[config.mk]
export PLATFORM = sky130hd
export DESIGN_NAME = mqtt_received_packet_parser
export DESIGN_NICKNAME = d
export VERILOG_FILES = /design/src/rtl/mqtt_rpp_pkg.sv /design/src/rtl/mqtt_received_packet_parser.sv /design/src/rtl/mqtt_rpp_parser.sv
export VERILOG_INCLUDE_DIRS = /design/src /design/src/rtl
export SDC_FILE = /design/constraint.sdc
export NUM_CORES = 1
export LEC_CHECK = 0
export BUFFER_PORTS_ARGS = -buffer_cell sky130_fd_sc_hd__buf_2
export CAP_MARGIN = 30
export CORE_MARGIN = 10
export CORE_UTILIZATION = 40
export DETAILED_ROUTE_END_ITERATION = 10
export GPL_TIMING_DRIVEN = 0
export PLACE_DENSITY = 0.66
export SYNTH_ARGS = -nofsm -noshare
export SYNTH_HDL_FRONTEND = slang
export SYNTH_SLANG_ARGS = --single-unit
export TNS_END_PERCENT = 1
[constraint.sdc]
create_clock -name clk -period 5.4 [get_ports clk]
set_input_delay 0 -clock clk [delete_from_list [all_inputs] [get_ports clk]]
set_output_delay 0 -clock clk [all_outputs]
set_load 0.02 [all_outputs]
[src/rtl/mqtt_received_packet_parser_assert.svh]
// Assertion macros for the received packet parser.
// Each macro expands to one labeled concurrent assertion with a reset guard (disable iff).
`ifndef MQTT_RECEIVED_PACKET_PARSER_ASSERT_SVH
`define MQTT_RECEIVED_PACKET_PARSER_ASSERT_SVH

// Same-cycle implication.
`define MRPP_ASSERT_IMPLY(label, clk, rst, ante, cons) \
  label: assert property (@(posedge clk) disable iff (rst) (ante) |-> (cons)) \
    else $error("parser assertion failed");

// Next-cycle implication.
`define MRPP_ASSERT_NEXT(label, clk, rst, ante, cons) \
  label: assert property (@(posedge clk) disable iff (rst) (ante) |=> (cons)) \
    else $error("parser assertion failed");

`endif

[src/rtl/mqtt_rpp_pkg.sv]
// ----------------------------------------------------------------------------
// mqtt_rpp_pkg
// Shared constants and the result record of the received packet parser.
// ----------------------------------------------------------------------------
`default_nettype none

package mqtt_rpp_pkg;

  localparam int MAX_LENGTH_BYTES = 3;
  localparam int LEN_W            = 7 * MAX_LENGTH_BYTES;

  localparam logic [3:0] TYPE_CONNACK = 4'd2;
  localparam logic [3:0] TYPE_PUBLISH = 4'd3;

  localparam logic [1:0] KIND_OTHER            = 2'd0;
  localparam logic [1:0] KIND_CONNACK_ACCEPTED = 2'd1;
  localparam logic [1:0] KIND_CONNACK_REFUSED  = 2'd2;
  localparam logic [1:0] KIND_PUBLISH          = 2'd3;

  localparam logic [2:0] ROLE_HEADER    = 3'd0;
  localparam logic [2:0] ROLE_LENGTH    = 3'd1;
  localparam logic [2:0] ROLE_TOPIC_LEN = 3'd2;
  localparam logic [2:0] ROLE_TOPIC     = 3'd3;
  localparam logic [2:0] ROLE_PACKET_ID = 3'd4;
  localparam logic [2:0] ROLE_PAYLOAD   = 3'd5;
  localparam logic [2:0] ROLE_OTHER     = 3'd6;

  typedef struct packed {
    logic [7:0]  byte_value;
    logic [2:0]  byte_role;
    logic [1:0]  packet_kind;
    logic [1:0]  publish_qos;
    logic [15:0] topic_length;
    logic        last_in_packet;
    logic        malformed;
  } result_t;

endpackage

`default_nettype wire

[src/rtl/mqtt_received_packet_parser.sv]
// Timing: a byte accepted into the input register moves on into the result register, which drives
// the result ports, once that register is free or its result is taken.
// Throughput: one byte per cycle while res_stall is low; the parse state updates once per byte in a single pass.
// Reset: synchronous; empties both registers and returns the parser to expecting a header.
// ----------------------------------------------------------------------------
// mqtt_received_packet_parser
// Tags each received MQTT byte with its role and packet information.
// ----------------------------------------------------------------------------
`default_nettype none

`include "mqtt_received_packet_parser_assert.svh"

module mqtt_received_packet_parser (
  input  logic        clk,
  input  logic        rst,
  input  logic        rx_valid,
  output logic        rx_stall,
  input  logic [7:0]  rx_byte,
  output logic        res_valid,
  input  logic        res_stall,
  output logic [7:0]  byte_value,
  output logic [2:0]  byte_role,
  output logic [1:0]  packet_kind,
  output logic [1:0]  publish_qos,
  output logic [15:0] topic_length,
  output logic        last_in_packet,
  output logic        malformed
);
  import mqtt_rpp_pkg::*;

  logic       in_full;
  logic [7:0] in_byte;
  logic       advance;
  result_t    par_result;
  result_t    res_reg;

  // move the held byte into the result register when that slot frees up
  assign advance  = in_full && (!res_valid || !res_stall);
  assign rx_stall = in_full && !advance;

  mqtt_rpp_parser u_parser (
    .clk    (clk),
    .rst    (rst),
    .step   (advance),
    .data   (in_byte),
    .result (par_result)
  );

  always_ff @(posedge clk) begin
    if (rst) begin
      in_full <= 1'b0;
    end else if (rx_valid && !rx_stall) begin
      in_full <= 1'b1;
    end else if (advance) begin
      in_full <= 1'b0;
    end
  end

  always_ff @(posedge clk) begin
    if (rx_valid && !rx_stall) begin
      in_byte <= rx_byte;
    end
  end

  always_ff @(posedge clk) begin
    if (rst) begin
      res_valid <= 1'b0;
    end else if (advance) begin
      res_valid <= 1'b1;
    end else if (!res_stall) begin
      res_valid <= 1'b0;
    end
  end

  always_ff @(posedge clk) begin
    if (advance) begin
      res_reg <= par_result;
    end
  end

  assign byte_value     = res_reg.byte_value;
  assign byte_role      = res_reg.byte_role;
  assign packet_kind    = res_reg.packet_kind;
  assign publish_qos    = res_reg.publish_qos;
  assign topic_length   = res_reg.topic_length;
  assign last_in_packet = res_reg.last_in_packet;
  assign malformed      = res_reg.malformed;

  `MRPP_ASSERT_IMPLY(a_mal_site, clk, rst, res_valid && malformed, last_in_packet || byte_role == ROLE_TOPIC_LEN)
  `MRPP_ASSERT_IMPLY(a_header_not_last, clk, rst, res_valid && byte_role == ROLE_HEADER, !last_in_packet && !malformed)
  `MRPP_ASSERT_IMPLY(a_topic_publish, clk, rst, res_valid && topic_length != 16'd0, packet_kind == KIND_PUBLISH)
  `MRPP_ASSERT_NEXT(a_stall_holds_byte, clk, rst, rx_stall, in_full)

endmodule

`default_nettype wire

[src/rtl/mqtt_rpp_parser.sv]
// ----------------------------------------------------------------------------
// mqtt_rpp_parser
// Per-packet parse state and the single-pass next-state logic for one byte.
// ----------------------------------------------------------------------------
`default_nettype none

module mqtt_rpp_parser (
  input  logic                  clk,
  input  logic                  rst,
  input  logic                  step,
  input  logic [7:0]            data,
  output mqtt_rpp_pkg::result_t result
);
  import mqtt_rpp_pkg::*;

  typedef enum logic [2:0] {
    PH_HEADER    = ROLE_HEADER,
    PH_LENGTH    = ROLE_LENGTH,
    PH_TOPIC_LEN = ROLE_TOPIC_LEN,
    PH_TOPIC     = ROLE_TOPIC,
    PH_PACKET_ID = ROLE_PACKET_ID,
    PH_PAYLOAD   = ROLE_PAYLOAD,
    PH_OTHER     = ROLE_OTHER
  } phase_t;

  localparam logic [1:0] LAST_LEN_IDX = 2'(MAX_LENGTH_BYTES - 1);

  phase_t           phase, phase_next;
  logic [3:0]       packet_type, packet_type_next;
  logic [1:0]       qos_bits, qos_bits_next;
  logic [LEN_W-1:0] remaining_count, remaining_count_next;
  logic [1:0]       length_byte_index, length_byte_index_next;
  logic [15:0]      topic_len_reg, topic_len_reg_next;
  logic [15:0]      field_count, field_count_next;
  logic             high_seen, high_seen_next;
  logic [LEN_W-1:0] body_index, body_index_next;
  logic             connack_refused, connack_refused_next;

  logic [LEN_W-1:0] len_part;
  logic [LEN_W-1:0] rc_merged;
  logic [LEN_W-1:0] body_inc;
  logic             body_end;
  logic [15:0]      topic_full;
  logic [15:0]      field_inc;
  phase_t           after_topic;
  logic             mal;
  logic             last;
  logic [1:0]       kind;

  assign len_part    = LEN_W'(data[6:0]) << ({3'b000, length_byte_index} * 5'd7);
  assign rc_merged   = remaining_count | len_part;
  assign body_inc    = body_index + LEN_W'(1);
  assign body_end    = body_inc >= remaining_count;
  assign topic_full  = {field_count[7:0], data};
  assign field_inc   = field_count + 16'd1;
  assign after_topic = (qos_bits != 2'd0) ? PH_PACKET_ID : PH_PAYLOAD;

  always_comb begin
    phase_next             = phase;
    packet_type_next       = packet_type;
    qos_bits_next          = qos_bits;
    remaining_count_next   = remaining_count;
    length_byte_index_next = length_byte_index;
    topic_len_reg_next     = topic_len_reg;
    field_count_next       = field_count;
    high_seen_next         = high_seen;
    body_index_next        = body_index;
    connack_refused_next   = connack_refused;
    mal                    = 1'b0;
    last                   = 1'b0;

    case (phase)
      PH_HEADER: begin
        packet_type_next       = data[7:4];
        qos_bits_next          = data[2:1];
        remaining_count_next   = '0;
        length_byte_index_next = 2'd0;
        topic_len_reg_next     = 16'd0;
        field_count_next       = 16'd0;
        high_seen_next         = 1'b0;
        body_index_next        = '0;
        connack_refused_next   = 1'b0;
        phase_next             = PH_LENGTH;
      end
      PH_LENGTH: begin
        remaining_count_next = rc_merged;
        if (data[7]) begin
          if (length_byte_index == LAST_LEN_IDX) begin
            // overlong length field: drop the packet and resync on next byte
            mal        = 1'b1;
            last       = 1'b1;
            phase_next = PH_HEADER;
          end else begin
            length_byte_index_next = length_byte_index + 2'd1;
          end
        end else if (rc_merged == '0) begin
          last       = 1'b1;
          phase_next = PH_HEADER;
        end else begin
          phase_next = (packet_type == TYPE_PUBLISH) ? PH_TOPIC_LEN : PH_OTHER;
        end
      end
      default: begin
        body_index_next = body_inc;
        case (phase)
          PH_TOPIC_LEN: begin
            if (!high_seen) begin
              high_seen_next   = 1'b1;
              field_count_next = {8'h00, data};
              if (body_end) mal = 1'b1;
            end else begin
              topic_len_reg_next = topic_full;
              field_count_next   = 16'd0;
              high_seen_next     = 1'b0;
              if ((32'(topic_full) + 32'd2) > 32'(remaining_count)) mal = 1'b1;
              phase_next = (topic_full != 16'd0) ? PH_TOPIC : after_topic;
            end
          end
          PH_TOPIC: begin
            field_count_next = field_inc;
            if (field_inc >= topic_len_reg) begin
              field_count_next = 16'd0;
              phase_next       = after_topic;
            end
          end
          PH_PACKET_ID: begin
            field_count_next = field_inc;
            if (field_inc >= 16'd2) begin
              field_count_next = 16'd0;
              phase_next       = PH_PAYLOAD;
            end
          end
          PH_OTHER: begin
            // return code is the second body byte of a connack
            if (packet_type == TYPE_CONNACK && body_inc == LEN_W'(2)) begin
              connack_refused_next = (data != 8'h00);
            end
          end
          default: begin
          end
        endcase
        if (body_end) begin
          last       = 1'b1;
          phase_next = PH_HEADER;
        end
      end
    endcase
  end

  always_comb begin
    if (packet_type_next == TYPE_PUBLISH) begin
      kind = KIND_PUBLISH;
    end else if (packet_type_next == TYPE_CONNACK) begin
      kind = connack_refused_next ? KIND_CONNACK_REFUSED : KIND_CONNACK_ACCEPTED;
    end else begin
      kind = KIND_OTHER;
    end
  end

  always_comb begin
    result.byte_value     = data;
    result.byte_role      = phase;
    result.packet_kind    = kind;
    result.publish_qos    = qos_bits_next;
    result.topic_length   = topic_len_reg_next;
    result.last_in_packet = last;
    result.malformed      = mal;
  end

  always_ff @(posedge clk) begin
    if (rst) begin
      phase             <= PH_HEADER;
      packet_type       <= 4'd0;
      qos_bits          <= 2'd0;
      remaining_count   <= '0;
      length_byte_index <= 2'd0;
      topic_len_reg     <= 16'd0;
      field_count       <= 16'd0;
      high_seen         <= 1'b0;
      body_index        <= '0;
      connack_refused   <= 1'b0;
    end else if (step) begin
      phase             <= phase_next;
      packet_type       <= packet_type_next;
      qos_bits          <= qos_bits_next;
      remaining_count   <= remaining_count_next;
      length_byte_index <= length_byte_index_next;
      topic_len_reg     <= topic_len_reg_next;
      field_count       <= field_count_next;
      high_seen         <= high_seen_next;
      body_index        <= body_index_next;
      connack_refused   <= connack_refused_next;
    end
  end

endmodule

`default_nettype wire

* Word level (Yosys, flattened, before mapping)
Cells that the tools add are included.
** Cells by class
- $add $sub $neg :: 4
- Multipliers :: 1
- Divide/modulo/power cells :: 0
- Magnitude comparators :: 4
- Eq/ne operators :: 18
- Shift-type cells :: 1
- Multiplexer cells :: 49
- Bitwise logic cells :: 2
- Reduce and logical (&&, ||, !) cells :: 25
** Operators with widths (count)
- $pmux W21 S2 :: 2
- $mux W16 :: 4
- $pmux W16 S2 :: 2
- $pmux W16 S3 :: 1
- $gt A32 B21 Y1 :: 1
- $mux W3 :: 9
- $add A21 B1 Y21 const B :: 1
- $eq A21 B2 Y1 const B :: 1
- $ge A21 B21 Y1 :: 1
- $logic_not A21 Y1 :: 1
- $or A21 B21 Y21 :: 1
- $shl A7 B5 Y21 :: 1
- $add A16 B2 Y17 const B :: 1
- $mux W1 :: 17
- $add A16 B1 Y16 const B :: 1
- $eq A4 B2 Y1 const B :: 4
- $ge A16 B16 Y1 :: 1
- $ge A16 B2 Y1 const B :: 1
- $reduce_bool A16 Y1 :: 1
- $ne A5 B1 Y1 const B :: 3
- $mux W2 :: 5
- $pmux W3 S3 :: 1
- $mux W8 :: 1
- $pmux W1 S2 :: 4
- other kinds (25) :: 39
** Storage, ports and cells
- Register bits after elaboration :: 130
- Latch bits :: 0
- RAM bits :: 0
- ROM bits :: 0
- Input bits :: 12
- Output and inout port bits :: 35
- Logic and storage cells :: 124
- Memories kept :: 0

* Longest topological paths before layout
Gate-level depths: netlist of the first run.
- Depth in word-level cells :: 8
- Depth in mapped cells :: 15

* Hierarchy
A second synthesis of the first run with hierarchy kept.
** Unflattened totals
- Cell total of the unflattened synthesis :: 963
- Area, all modules :: 8149.1 sq um
** Modules (own cells, without submodules)
- mqtt_rpp_parser :: instances 1, cells each 912, area each 6831.6 sq um, sequential area each 1741.7 sq um
- mqtt_received_packet_parser :: instances 1, cells each 51, area each 1317.5 sq um, sequential area each 1271.2 sq um

* Least setup slack after synthesis of the first run
OpenSTA, ideal clock, no wires.
- Path type :: flip-flop to flip-flop
- Start point :: register u_parser.body_index[0]
- End point :: register res_reg (netlist bit malformed) (data pin)
- Setup time :: 176 ps
- Data arrival time :: 3341 ps
- Slack :: 1883 ps
- Stages on the path, launching flop included :: 15
- Buffers on the path :: 1
- Clock period less this slack :: 3517 ps
- Cell sequence :: dfxtp_1 > ha_1 > nand4_1 > nor4_2 > and2_1 > buf_4 > nand3_1 > xnor2_1 > ha_1 > nand3_1 > or3_1 > or2_2 > o21a_1 > o31a_1 > o32ai_1
** RTL lines
- from (decl) :: line mqtt_rpp_parser.sv:36 : logic [LEN_W-1:0] body_index, body_index_next;
- from (signal assigned) :: line mqtt_rpp_parser.sv:191 : body_index <= body_index_next;
- to (signal assigned) :: line mqtt_received_packet_parser.sv:77 : res_reg <= par_result;
- to (decl) :: line mqtt_received_packet_parser.sv:35 : result_t res_reg;

==> results of run 1 <==
[routing by layer]
| metal | vias up | routed length [um] | global-route usage, % |
|---|---|---|---|
| li1 | 3463 | - | - |
| met5 | - | 0 | 0 |
| met4 | 0 | 486 | 6.78 |
| met2 | 316 | 9750 | 25.9 |
| met1 | 3384 | 10800 | 24.3 |
| met3 | 40 | 1940 | 4.83 |
[layout by cell type, fill, tap and decap left out, types with 19 or more instances in the layout]
cell type | synthesis | final
a21oi_1 | 52 | 52
nand2_1 | 57 | 57
dfxtp_1 | 89 | 89
a22oi_1 | 43 | 43
edfxtp_1 | 41 | 41
inv_1 | 53 | 53
nand3_1 | 30 | 30
nand4_1 | 25 | 25
nor2_1 | 130 | 130
o21ai_0 | 19 | 19
clkbuf_1 | 38 | 39
nor3_1 | 21 | 21
ha_1 | 61 | 61
buf_2 | 16 | 62
xnor2_1 | 31 | 31
[power by group through the flow]
| stage | logic, uW | clock network, uW | registers, uW |
|---|---|---|---|
| detailed placement | 274 | 0 | 1070 |
| floorplan | 170 | 0 | 1080 |
| CTS | 283 | 1050 | 1050 |
| finish | 289 | 1040 | 1050 |
| global placement | 273 | 0 | 1070 |
| global route | 313 | 1110 | 1060 |
[how the worst max path moves through the flow]
stage / start / to / slack (ps) / cells past startpoint
floorplan: u_parser.body_index[0] / malformed / 1880 / 14
global placement: u_parser.body_index[0] / malformed / 1040 / 12
detailed placement: u_parser.body_index[0] / u_parser.phase[2] / 1030 / 12
CTS: u_parser.body_index[0] / u_parser.phase[2] / 1000 / 12
global route: u_parser.body_index[0] / malformed / 800 / 14
finish: u_parser.body_index[0] / malformed / 1060 / 14
[worst register-to-register path, cell delays in order (launching register included)]
cell     delay (ps)
dfxtp_1         490
ha_1            330
nand4_1         270
nor4_2          510
and2_1          200
buf_4           130
nand3_1         100
xnor2_1         170
ha_1            310
nand3_1         110
or3_1           410
or2_2           330
o21a_1          240
o31a_1          300
o32ai_1         220
[metrics by stage]
stage | util (%) | cells | hold slack [ps] | cell area [um2]
after global routing | 46.8 | 1268 | 283 | 9120
final | 46.8 | 1268 | 287 | 9120
after detailed placement | 43.5 | 1225 | 178 | 8480
after global placement | 43.5 | 1225 | 176 | 8470
after floorplan | - | 915 | 98.9 | 7920
after CTS | 46.8 | 1267 | 275 | 9110
[kinds of logic (layout without fill, tap and decap cells)]
family,after synthesis,count (layout),synth area share (%)
XOR/XNOR,48,48,5.31
AND/OR/NAND/NOR,345,345,21.9
AO/OA/AOI/OAI,204,204,17.7
adder cells (fa/ha/maj),61,61,9.64
buffers and inverters,115,203,5.78
flip-flops,130,130,38.1
multiplexers,12,12,1.56
[cell type report]
| class | instances | area [um2] | area share, % |
|---|---|---|---|
| Buffer | 61 | 256 | 2.81 |
| Clock buffer | 18 | 429 | 4.71 |
| Clock inverter | 13 | 97.6 | 1.07 |
| Inverter | 54 | 203 | 2.22 |
| Multi-Input combinational cell | 670 | 4450 | 48.8 |
| Sequential cell | 130 | 3010 | 33.0 |
| Tap cell | 265 | 332 | 3.64 |
| Timing Repair Buffer | 57 | 340 | 3.73 |
[repair_timing]
action,CTS,global route
resized for setup,0,0
hold buffers,11,0
hold endpoints to repair,10,0
==> flow_metrics.tcl, run 1 <==
set metrics [dict create \
    power.leakage_uw 0.00363 \
    setup_viol 0 \
    synthArstFlopShare_pct 0 \
    worstHoldEndpoint "in_byte[7]" \
    clockBufferDepth 2 \
    synth_commonest_cells "130 x nor2_1, 89 x dfxtp_1, 61 x ha_1" \
    reg_top3 "u_parser.body_index x21, u_parser.remaining_count x21" \
    htreeDepth 4 \
    overflow 0 \
    finalClockSkew_ps 8.22 \
    path_class "reg -> reg" \
    yosysTopAreaCell "dfxtp_1" \
    power.internal_uw 1740 \
    die_h_um 161 \
    hold_start "rx_byte[7]" \
    cp.required_ps 5580 \
    preCtsSetupSlack_ps 1030 \
    yosysSeqAreaShare_pct 38.1 \
    crit_path_max_fanout 8 \
    clockRootBuffer "clkbuf_16" \
    vdd_drop_max_uv 204 \
    clk_latency_ps 430 \
    cts_tree "yes" \
    final_max_slew_viol_count 0 \
    p_total_uw 2380 \
    worstRegToRegCells 14 \
    outcome "finished, final reports clean" \
    ys.flop_type "dfxtp_1" \
    rows 51 \
    via_per_inst 5.68 \
    fin_setup_tns_ps 0 \
    syn_area_um2 7920 \
    finalNetCount 1064 \
    final_hold_viol_count 0 \
    port_buffers 45 \
    grt_max_degree 43 \
    fmax_ghz 0.230 \
    clk_pin_slew_worst_paths_ps 60 \
    synth_area_leaders "dfxtp_1 23%, edfxtp_1 16%, ha_1 9.6%" \
    fin_crit_sh_pct 80.4 \
    cp_data_arrival_time_ps 4520 \
    cp-start-kind "flip-flop" \
    power_frac_seq_pct 44.1 \
    cts_setup_buffers 0 \
    num_vias 7203 \
    pwr-share-comb_pct 12.1 \
    hpwl_um 16700 \
    area_delta_synth_final_pct 15.2 \
    ios 47 \
    start_util_pct 40.7 \
    remaining_drc_errors 0 \
    power_density_nw_per_um2 262 \
    worstHoldPathType "in -> reg" \
    rsz0062_at_grt "no" \
    end_kind "flip-flop" \
    max_slew.worst_pin.slew_ps 963 \
    max_cap_violations 0 \
    slew_headroom_pct 35.3 \
    synth_edf_count 41 \
    gp_congestion 0.932 \
    grt_pass1_vias 6916 \
    path_buf_inv 1 \
    ys_ff_latch 130 \
    critPathMaxStageDelay_ps 510 \
    min_path_cells 2 \
    worstPathCellList "ha_1 > nand4_1 > nor4_2 > and2_1 > buf_4 > nand3_1 > xnor2_1 > ha_1 > nand3_1 > or3_1 > or2_2 > o21a_1 > o31a_1 > o32ai_1" \
    cts-buffers-inserted 17 \
    yosysWarnings 0 \
    grt_antenna_before_repair 0 \
    track_usage_pct 17.7 \
    die_x_um 161 \
    regToRegStartpoint "u_parser.body_index[0]" \
    fin_crit_ps 4340 \
    r2r_setup_slack_ps 1060 \
    post_drt_wl_per_cell_um 18.1 \
    drive_gt1_share_pct 11.1 \
    timing.final.ws_setup_ps 1060 \
    syn_area_per_cell_um2 8.65 \
    num_antenna_cells 0 \
    r2r-end "malformed" \
    dieArea_um2 25800 \
    crit_slowest_cell "nor4_2" \
    nFillCells 1900 \
    p_sw_uw 642 \
    synthCells 915 \
    drtIter0Drc 677 \
    grt_pass1_wl_um 37300 \
    coreArea_um2 19500 \
    cts_num_sinks 130 \
    postRouteAntennaNets 0 \
    power_frac_clock_pct 43.8 \
    synth_top_area_share_pct 22.5 \
    finalWirelength_um 23000 \
    switching_share_pct 26.9 \
    syn_nets 988 \
    drt-pass1-iter-count 6 \
    post-synth-top-count-cell "nor2_1" \
    critical-path-top-delay-family "simple AND/OR/NAND/NOR gates" \
    synthDistinctLibCells 66 \
]
(Power assumes the default switching activity.)
==> inputs of run 2 (changes only) <==
PLACE_DENSITY = 0.68   (was 0.66)
clock period = 3.8 ns   (was 5.4 ns; I/O delays follow)
==> flow_metrics.tcl, run 2 (synthesized netlist as in run 1, its figures left out) <==
set metrics [dict create \
    cts_tree "yes" \
    final_max_slew_viol_count 0 \
    hold_start "rx_byte[5]" \
    multi_input_area_um2 4570 \
    fin_crit_ps 3730 \
    met3_wirelength_um 1860 \
    cp-start-kind "flip-flop" \
    worstHoldPathType "in -> reg" \
    coreArea_um2 19500 \
    post_drt_wl_per_cell_um 18.5 \
    finalNetCount 1072 \
    crit_path_max_fanout 9 \
    vdd_drop_max_uv 342 \
    cp_data_arrival_time_ps 3950 \
    die_h_um 161 \
    cts-buffers-inserted 17 \
    max_slew.worst_pin.slew_ps 954 \
    crit_start "u_parser.body_index[6]" \
    finalWirelength_um 23600 \
    rows 51 \
    clk_pin_slew_worst_paths_ps 60 \
    fin_hold_ws_ps 273 \
    remaining_drc_errors 0 \
    slew_headroom_pct 36.4 \
    drive_gt1_share_pct 14.7 \
    critPathMaxStageDelay_ps 600 \
    grt_pass1_vias 6700 \
    via_per_inst 5.68 \
    power.leakage_uw 0.00379 \
    switching_share_pct 26.8 \
    fin_setup_tns_ps 0 \
    area_delta_synth_final_pct 18.9 \
    htreeDepth 4 \
    regArea_um2 3030 \
    overflow 0 \
    final_hold_viol_count 0 \
    p_total_uw 3590 \
    hpwl_um 16700 \
    wl_met2_um 10300 \
    utilization_pct 48.4 \
    port_buffers 45 \
    clockRootBuffer "clkbuf_16" \
    fin_crit_sh_pct 98.2 \
    power.internal_uw 2630 \
    postRouteAntennaNets 0 \
    clk_latency_ps 440 \
    gp_congestion 0.967 \
    start_util_pct 40.7 \
    rsz0062_at_grt "yes" \
    num_antenna_cells 0 \
    setup_viol 0 \
    drtIter0Drc 781 \
    dieArea_um2 25800 \
    regToRegStartpoint "u_parser.body_index[6]" \
    cp.required_ps 4020 \
    max_cap_violations 0 \
    end_kind "flip-flop" \
    grt_max_degree 43 \
    crit_slowest_cell "or4_4" \
    outcome "finished, final reports clean" \
    track_usage_pct 18.0 \
    num_vias 7254 \
    cts_num_sinks 130 \
    wl_met1_um 11100 \
    power_density_nw_per_um2 382 \
    pwr-share-comb_pct 11.7 \
    die_x_um 161 \
    placed_cells 1225 \
    nFillCells 1841 \
    grt_antenna_before_repair 0 \
    finalClockSkew_ps 9.74 \
    power_frac_seq_pct 41.7 \
    reg_top3 "u_parser.body_index x21, u_parser.remaining_count x21" \
    p_sw_uw 962 \
    ios 47 \
    highest_layer "met4" \
    worstPathCellList "buf_2 > nand4_1 > or4_4 > or3_1 > nand2_1 > ha_1 > nand3_1 > or3_4 > or2_2 > o21a_2 > o31a_1 > o32ai_2" \
    power_frac_clock_pct 46.6 \
    drt-pass1-iter-count 5 \
    path_class "reg -> reg" \
    most-common-layout-cells "130 x nor2_1, 83 x dfxtp_1, 59 x buf_2, 59 x ha_1, 57 x nand2_1" \
    fmax_ghz 0.268 \
    grt_pass1_wl_um 37300 \
    mostFrequentLayoutCell "nor2_1" \
    clockBufferDepth 2 \
    final_cells 1277 \
]
-- run 2: timing repair --
item,CTS,global route
resized for setup,15,23
pin swaps,1,5
hold endpoints to repair,10,0
buffers inserted,1,13
hold buffers,11,0
setup endpoints to repair,15,16
-- run 2: worst max-delay path, delay by kind of cell (launching register included) --
| family | cells | cell delay (ps) |
|---|---|---|
| simple gates | 7 | 2080 |
| buf+inv | 1 | 210 |
| compound gates | 3 | 760 |
| fa+ha+maj | 1 | 150 |
| flops | 1 | 300 |
-- run 2: cell type report --
cell class / instances / share of cell area, %
Buffer: 56 / 2.64
Clock buffer: 18 / 4.56
Clock inverter: 14 / 1.74
Inverter: 54 / 2.15
Multi-Input combinational cell: 670 / 48.6
Sequential cell: 130 / 32.1
Tap cell: 265 / 3.52
Timing Repair Buffer: 70 / 4.68
-- run 2: metrics by stage --
stage | cell area, um2 | setup WS, ps
2_1_floorplan | 7920 | 283
3_3_place_gp | 8470 | -515
3_5_place_dp | 8480 | -656
4_1_cts | 9240 | -56.3
5_1_grt | 9410 | -52.0
6_report | 9410 | 69.0
-- run 2: worst paths after layout --
| check | end | slack [ps] | cells after the start |
|---|---|---|---|
| worst max-delay path | malformed | 70 | 12 |
| worst min-delay path | in_byte[5] | 270 | 2 |
| worst max register to register | malformed | 70 | 12 |
| worst min register to register | byte_value[0] | 460 | 0 |
-- run 2: power by group through the flow --
stage | Combinational, uW | Clock [uW] | Sequential (uW)
after global routing | 454 | 1750 | 1500
final | 419 | 1680 | 1500
after CTS | 397 | 1680 | 1500
after detailed placement | 388 | 0 | 1520
after global placement | 385 | 0 | 1530
after floorplan | 241 | 0 | 1540
-- run 2: metal layers --
layer  vias up  track usage (%)
met5         -                0
met4         0             5.38
met3        31             4.19
met2       290             26.3
met1      3448             25.6
li1       3485                -
==> inputs of run 3 (changes only) <==
CORE_MARGIN = 5   (was 10)
CORE_UTILIZATION = 43   (was 40)
PLACE_DENSITY = 0.72   (was 0.68)
==> flow_metrics.tcl, run 3 (synthesized netlist as in run 1, its figures left out) <==
set metrics [dict create \
    outcome "finished, final reports clean" \
    cp_data_arrival_time_ps 3980 \
    clockRootBuffer "clkbuf_16" \
    clk_pin_slew_worst_paths_ps 60 \
    area_delta_synth_final_pct 18.4 \
    grt_pass1_vias 6915 \
    preCtsSetupSlack_ps -383 \
    postRouteAntennaNets 0 \
    regToRegStartpoint "u_parser.body_index[1]" \
    cts_tree "yes" \
    slew_headroom_pct 38.3 \
    cp_common_cell "nand3_1" \
    finalWirelength_um 22500 \
    crit_path_max_fanout 6 \
    die_h_um 146 \
    via_per_inst 5.92 \
    num_antenna_cells 0 \
    gp_congestion 0.954 \
    coreArea_um2 18000 \
    clockBufferDepth 2 \
    path_class "reg -> reg" \
    cts-buffers-inserted 17 \
    rows 49 \
    most-common-layout-cells "130 x nor2_1, 85 x dfxtp_1, 62 x buf_2" \
    fin_crit_sh_pct 98.8 \
    crit_slowest_cell "nor4_4" \
    timing.final.ws_setup_ps 44.0 \
    finalClockSkew_ps 7.90 \
    fin_hold_ws_ps 285 \
    reg_top3 "u_parser.body_index x21, u_parser.remaining_count x21" \
    finalNetCount 1073 \
    die_x_um 146 \
    rsz0062_at_grt "yes" \
    fin_setup_tns_ps 0 \
    post_drt_wl_per_cell_um 18.1 \
    ios 47 \
    clk_latency_ps 420 \
    grt_antenna_before_repair 0 \
    start_util_pct 43.9 \
    cts_num_sinks 130 \
    max_slew.worst_pin.slew_ps 919 \
    vdd_drop_max_uv 356 \
    htreeDepth 4 \
    utilization_pct 52.0 \
    hpwl_um 16000 \
    grt_max_degree 43 \
    remaining_drc_errors 0 \
    crit_start "u_parser.body_index[1]" \
    drtIter0Drc 676 \
    end_kind "flip-flop" \
    final_hold_viol_count 0 \
    cp-start-kind "flip-flop" \
    drive_gt1_share_pct 14.0 \
    num_vias 7354 \
    worstHoldPathType "in -> reg" \
    final_max_slew_viol_count 0 \
    power_density_nw_per_um2 388 \
    mostFrequentLayoutCell "nor2_1" \
    max_cap_violations 0 \
    setup_viol 0 \
    overflow 0 \
    drt-pass1-iter-count 6 \
    worstPathCellList "ha_4 > nand4_1 > nor4_4 > and2_1 > buf_4 > nand3_1 > xnor2_2 > ha_1 > nand3_1 > or3_4 > or2_4 > o21a_4 > o31a_1 > o32ai_2" \
    nFillCells 1688 \
    place_area_um2 8430 \
    final_cell_area_um2 9380 \
    critPathMaxStageDelay_ps 400 \
    fin_crit_ps 3760 \
    hold_start "rx_byte[6]" \
    power.leakage_uw 0.00380 \
    cp.required_ps 4020 \
    fmax_ghz 0.266 \
    track_usage_pct 20.8 \
    port_buffers 45 \
    dieArea_um2 21200 \
    grt_pass1_wl_um 36300 \
]
-- run 3: changes by cell type in the layout (fill, tap and decap cells not counted), sizes merged --
| cell | previous run | this run |
|---|---|---|
| clkbuf | 57 | 54 |
| clkinv | 7 | 6 |
| bufinv | 3 | 4 |
| buf | 76 | 80 |
-- run 3: critical path: cells and delay by family, from the launching register on --
| family | cells | cell delay (ps) |
|---|---|---|
| AOI/OAI and AO/OA | 3 | 680 |
| buffers and inverters | 1 | 130 |
| xor gates and xnor gates | 1 | 170 |
| DFF | 1 | 390 |
| adders and majority gates | 2 | 480 |
| and+or+nand+nor | 7 | 1700 |
-- run 3: area by class of cell --
type | count | area, um2 | area share [%]
Sequential cell | 130 | 3020 | 32.2
Clock inverter | 14 | 188 | 2.00
Inverter | 54 | 203 | 2.16
Buffer | 56 | 244 | 2.60
Tap cell | 229 | 287 | 3.06
Timing Repair Buffer | 71 | 460 | 4.91
Multi-Input combinational cell | 670 | 4540 | 48.5
Clock buffer | 18 | 429 | 4.58
-- run 3: layer usage --
metal  GRT usage [%]  wire, um  vias up
li1                -         -     3499
met1            29.2     10300     3488
met2            31.8      9830      322
met3            5.29      1900       45
met4            6.02       430        0
met5               0         0        -
-- run 3: report_power, final --
part | total, uW | switching (uW) | internal (uW) | leakage (uW)
Clock | 1710 | 622 | 1090 | 0.000285
Combinational | 427 | 286 | 141 | 0.00240
Sequential | 1500 | 27.2 | 1470 | 0.00112
Total | 3640 | 935 | 2700 | 0.00380
-- run 3: stage by stage --
stage / std cells / total power [uW]
floorplan: 915 / 1780
global placement: 1189 / 1910
detailed placement: 1189 / 1910
CTS: 1234 / 3630
global route: 1242 / 3770
finish: 1242 / 3640
-- run 3: final timing paths --
path                        end  slack, ps  cells after the start
setup / recovery      malformed         40                     14
hold / removal       in_byte[6]        280                      2
setup reg to reg      malformed         40                     14
hold reg to reg   byte_value[0]        470                      0
-- run 3: what timing repair did --
item	CTS	global route
hold buffers	11	0
setup buffers	3	11
gates resized for setup	11	18
pin swaps	3	4
hold endpoints to repair	10	0
setup endpoints to repair	7	15
gates cloned	0	0
